### src/rtl/qrs_pkg.sv
// qrs_pkg: shared types and constants for the quadratic root solver
// no dependencies; compiled first
package qrs_pkg;

    // width of the tolerance register
    localparam int TOL_WIDTH = 31;

    // tolerance after reset, in lsbs
    localparam logic [TOL_WIDTH-1:0] TOL_RESET = 31'd1;

    // decoupling queue between front and back
    localparam int QUEUE_DEPTH = 8;
    localparam int QUEUE_AW    = 3;

    // result status codes
    localparam logic [1:0] ST_NONE = 2'd0;
    localparam logic [1:0] ST_ONE  = 2'd1;
    localparam logic [1:0] ST_TWO  = 2'd2;
    localparam logic [1:0] ST_ALL  = 2'd3;

    // classification made by the front
    typedef enum logic [1:0] {
        CLS_ALL,
        CLS_NONE,
        CLS_LINEAR,
        CLS_QUAD
    } cls_t;

endpackage

### src/rtl/qrs_queue.sv
// qrs_queue: short fifo that decouples the front from the back
// depends on qrs_pkg
module qrs_queue #(
    parameter int WIDTH = 8
) (
    input  logic             clk,
    input  logic             rst_n,
    input  logic             push,
    input  logic [WIDTH-1:0] wr_data,
    output logic             room,
    input  logic             pop_en,
    output logic             rd_valid,
    output logic [WIDTH-1:0] rd_data
);
    localparam int AW = qrs_pkg::QUEUE_AW;

    logic [WIDTH-1:0] mem [0:qrs_pkg::QUEUE_DEPTH-1];
    logic [AW-1:0]    wptr_reg, rptr_reg;
    logic [AW:0]      count_reg, count_next;
    logic             rd_valid_reg;
    logic [WIDTH-1:0] rd_data_reg;
    logic             pop;

    // room for the words the front may still have in flight
    assign room = count_reg <= (AW+1)'(qrs_pkg::QUEUE_DEPTH - 3);
    assign pop  = pop_en && (count_reg != '0);

    always_comb
    begin
        count_next = count_reg;
        if (push && !pop)
            count_next = count_reg + 1'b1;
        else if (!push && pop)
            count_next = count_reg - 1'b1;
    end

    // pointers and count
    always_ff @(posedge clk or negedge rst_n)
    begin
        if (!rst_n)
        begin
            wptr_reg     <= '0;
            rptr_reg     <= '0;
            count_reg    <= '0;
            rd_valid_reg <= 1'b0;
        end
        else
        begin
            count_reg <= count_next;
            if (push)
                wptr_reg <= wptr_reg + 1'b1;
            if (pop)
                rptr_reg <= rptr_reg + 1'b1;
            if (pop_en)
                rd_valid_reg <= (count_reg != '0);
        end
    end

    // storage
    always_ff @(posedge clk)
    begin
        if (push)
            mem[wptr_reg] <= wr_data;
    end

    // registered read
    always_ff @(posedge clk)
    begin
        if (pop)
            rd_data_reg <= mem[rptr_reg];
    end

    assign rd_valid = rd_valid_reg;
    assign rd_data  = rd_data_reg;

endmodule

### config.mk
export PLATFORM = sky130hd
export DESIGN_NAME = qrs_queue
export DESIGN_NICKNAME = d
export VERILOG_FILES = /design/src/rtl/qrs_pkg.sv /design/src/rtl/qrs_queue.sv
export SDC_FILE = /design/constraint.sdc
export NUM_CORES = 1
export LEC_CHECK = 0
export ABC_CLOCK_PERIOD_IN_PS = 2900
export BUFFER_PORTS_ARGS = -buffer_cell sky130_fd_sc_hd__buf_4
export CAP_MARGIN = 30
export CELL_PAD_IN_SITES_DETAIL_PLACEMENT = 1
export CELL_PAD_IN_SITES_GLOBAL_PLACEMENT = 1
export CORE_UTILIZATION = 50
export DETAILED_ROUTE_END_ITERATION = 8
export PLACE_DENSITY_LB_ADDON = 0.1
export SETUP_SLACK_MARGIN = 0.5
export SYNTH_ARGS = -nofsm -noshare
export SYNTH_HDL_FRONTEND = slang
export SYNTH_SLANG_ARGS = --single-unit
### constraint.sdc
create_clock -name clk -period 2.9 [get_ports clk]
set_input_delay 0 -clock clk [delete_from_list [all_inputs] [get_ports clk]]
set_output_delay 0 -clock clk [all_outputs]
set_load 0.02 [all_outputs]
==> reports/summary.txt <==
status: finished with violations
Seq/Total Area, Yosys: 72.23%
Final min period: 2.325 ns
most common cell after layout, fill and taps aside: edfxtp_1
cts bufs inserted: 9
simple-gate share of the synthesized area: 3.597%
CP Cell Sequence: o41ai_4 > ha_2 > inv_1 > ha_2 > or4_1 > o211ai_1 > o211ai_1
die area: 7081 um^2
max incr delay on CP: 0.47 ns
worst-skew pair later-pin latency: 0.34 ns
Final WS setup: 0.5749 ns
first-pass GRT wire length: 9.315 mm
maximum net fanout on the critical path: 5
Mean Syn Cell Area: 20.33 um^2
placer congestion estimate: 0.8504
Final Non-Filler Cells: 300
worst-case clock buffer depth: 2
min-delay worst type: input port to asynchronous set/reset pin
post-detail-place hpwl: 3.746 mm
H-tree depth: 3
Final setup viols: 0
die width: 84.15 um
Post-Synthesis Cell Area: 3374 um^2
Initial Utilization: 52.54%
initial antenna violation count: 0
CP Capture Type: flop
Post-Synth Adder-Cell Area: 2.447%
CP required: 3.12 ns
max reg flops: 64
most frequent cells in the layout: 72 x edfxtp_1, 36 x buf_4, 16 x mux4_1
largest family of logic cells by synthesized area: multiplexers
nets@finish: 236
ys flop type: edfxtp_1
pwr/cell area: 945.2 nW/um^2
Multi-input gate area: 883.3 um^2
max-cap violations: 0
clk root buf: clkbuf_8
Cells after Synth: 166
sequential cell area: 2440 um^2
CTS tree: yes
row cnt: 29
headroom to the max-slew limit: 34.98%
Final ANT Viol Nets: 0
CP Launch Type: flop
largest net degree at the start of global routing: 19
Post-synth EDFFs: 72
CP top delay family: compound AO/OA/AOI/OAI gates
Peak Freq: 0.4301 GHz
Sink Count: 83
FILL cells: 556
Worst-Margin Slew: 0.9717 ns
Synth Area in Compound Gates: 2.336%
syn nets: 184
mux share of post-synthesis cell area: 16.09%
RSZ-0062 raised after global routing: no
Area Growth Syn to Fin: 18.65%
synth top area cells: edfxtp_1 64%, mux4_1 12%, dfrtp_1 8.2%
drt wl/cell: 19.99 um
share of the synthesized area in the top cell type: 64.07%
Clk pin slew, worst setup/hold paths: 0.08 ns
CP Data Arrival Time: 2.54 ns
crit share post-route: 80.18%
Bufs and invs on worst path: 1
core area: 6422 um^2
Synth Register Bits: 83
number of remaining DRC errors: 4
Final Hold Fails: 0
via density per instance: 5.517
Ant. Diodes: 0
Ports: 22
die height: 84.15 um
total track usage: 18.38%
drt pass-1 iters: 6
CP max-delay cell: or4_1
Layout Skew: 0.007912 ns
peak ir drop on the vdd network: 0.6049 mV
worst slack, placed: 0.2627 ns
total grt overflow: 0
Lkg Pwr: 1.450 nW
critical path type: flop to flop
Yosys cell types: 28
fraction of registers with async set/reset: 13.25%
placed instance count: 264
DRT Wirelength: 5.998 mm
vias in the first global route: 1777
DRT iter0 DRCs: 75
setup TNS: 0 ns
Ys Warns: 0
violated checks: DRC
I/O Buffers: 21
final core occ: 62.34%
via count: 1655
cell taking the most area after synthesis: edfxtp_1
Post-Synth XOR/XNOR Area: 1.557%
layout cells sized above 1: 29.60%
Pins Over Slew Limit: 0
[routing by layer]
metal  vias to the layer above  share of wire (%)  track usage (%)
li1                        775                  -                -
met1                       843                 43            21.98
met2                        26                 53            32.64
met3                        11                1.9            3.245
met4                         0                1.5            8.464
met5                         -                  0                0
[Yosys cell counts, types with 2 or more instances]
master and count:
nand3_1 2, ha_1 5, o21ai_0 2, mux2_2 10, dfrtp_1 11, nor3_1 3, a21oi_1 3, clkbuf_1 2
nand2_1 9, edfxtp_1 72, inv_1 3, o211ai_1 2, xnor2_1 5, nand2b_1 3, mux4_1 16, nor2_1 6
[kinds of logic after synthesis]
| group | Yosys count |
|---|---|
| multiplexers | 27 |
| AO/OA/AOI/OAI | 9 |
| XOR/XNOR | 6 |
| flip-flops | 83 |
| adder cells (fa/ha/maj) | 6 |
| buffers and inverters | 9 |
| AND/OR/NAND/NOR | 26 |
[through the flow]
| step | hold slack (ns) | cell area, um^2 | total power [mW] |
|---|---|---|---|
| 2_1_floorplan | -0.2956 | 3374 | 2.594 |
| 3_3_place_gp | -0.1611 | 3626 | 2.861 |
| 3_5_place_dp | -0.1555 | 3626 | 2.947 |
| 4_1_cts | 0.01214 | 3946 | 3.759 |
| 5_1_grt | 0.04000 | 4004 | 3.975 |
| 6_report | 0.02664 | 4004 | 3.784 |
[worst paths after layout]
check / startpoint / end / slack, ns / cells after the start
worst max-delay path: count_reg[1]$_DFFE_PN0P_ / count_reg[3]$_DFFE_PN0P_ / 0.57 / 7
worst min-delay path: rst_n / rptr_reg[1]$_DFFE_PN0P_ / 0.03 / 2
worst max register to register: count_reg[1]$_DFFE_PN0P_ / count_reg[3]$_DFFE_PN0P_ / 0.57 / 7
worst min register to register: rd_valid$_DFFE_PN0P_ / rd_valid$_DFFE_PN0P_ / 0.53 / 2
max in group asynchronous: rst_n / count_reg[0]$_DFFE_PN0P_ / 2.71 / 2
min in group clk: pop_en / rd_valid$_DFFE_PN0P_ / 0.42 / 3
[where the power goes]
part	switching (mW)	total (mW)	leakage (nW)	internal [mW]
clock network	0.401	0.795	0.0966	0.395
registers	0.206	1.81	0.787	1.61
logic	0.547	1.18	0.567	0.630
total	1.15	3.78	1.45	2.63
[area by class of cell]
cell class	instances	area share, %
tap	77	2.406
sequential	83	60.94
inverter	3	0.2813
clock buffer	9	3.094
multi-input combinational	74	22.06
timing repair buffer	47	9.500
clock inverter	7	1.719
[what timing repair did]
item	4_1_cts	5_1_grt
resized for setup	1	3
setup endpoints to repair	1	1
hold buffers	11	0
setup buffers	2	7
endpoints found under the hold margin	79	0
cloned	0	0
pin swaps	2	2
[worst register-to-register path: cells and delay by family (launching register included)]
kind                     cells  cell delay (ns)
AND/OR/NAND/NOR              1             0.47
buffers and inverters        1             0.09
adder cells (fa/ha/maj)      2             0.56
AO/OA/AOI/OAI                3             0.63
flip-flops                   1             0.45
Note: power is estimated with default switching activity, not from simulation.
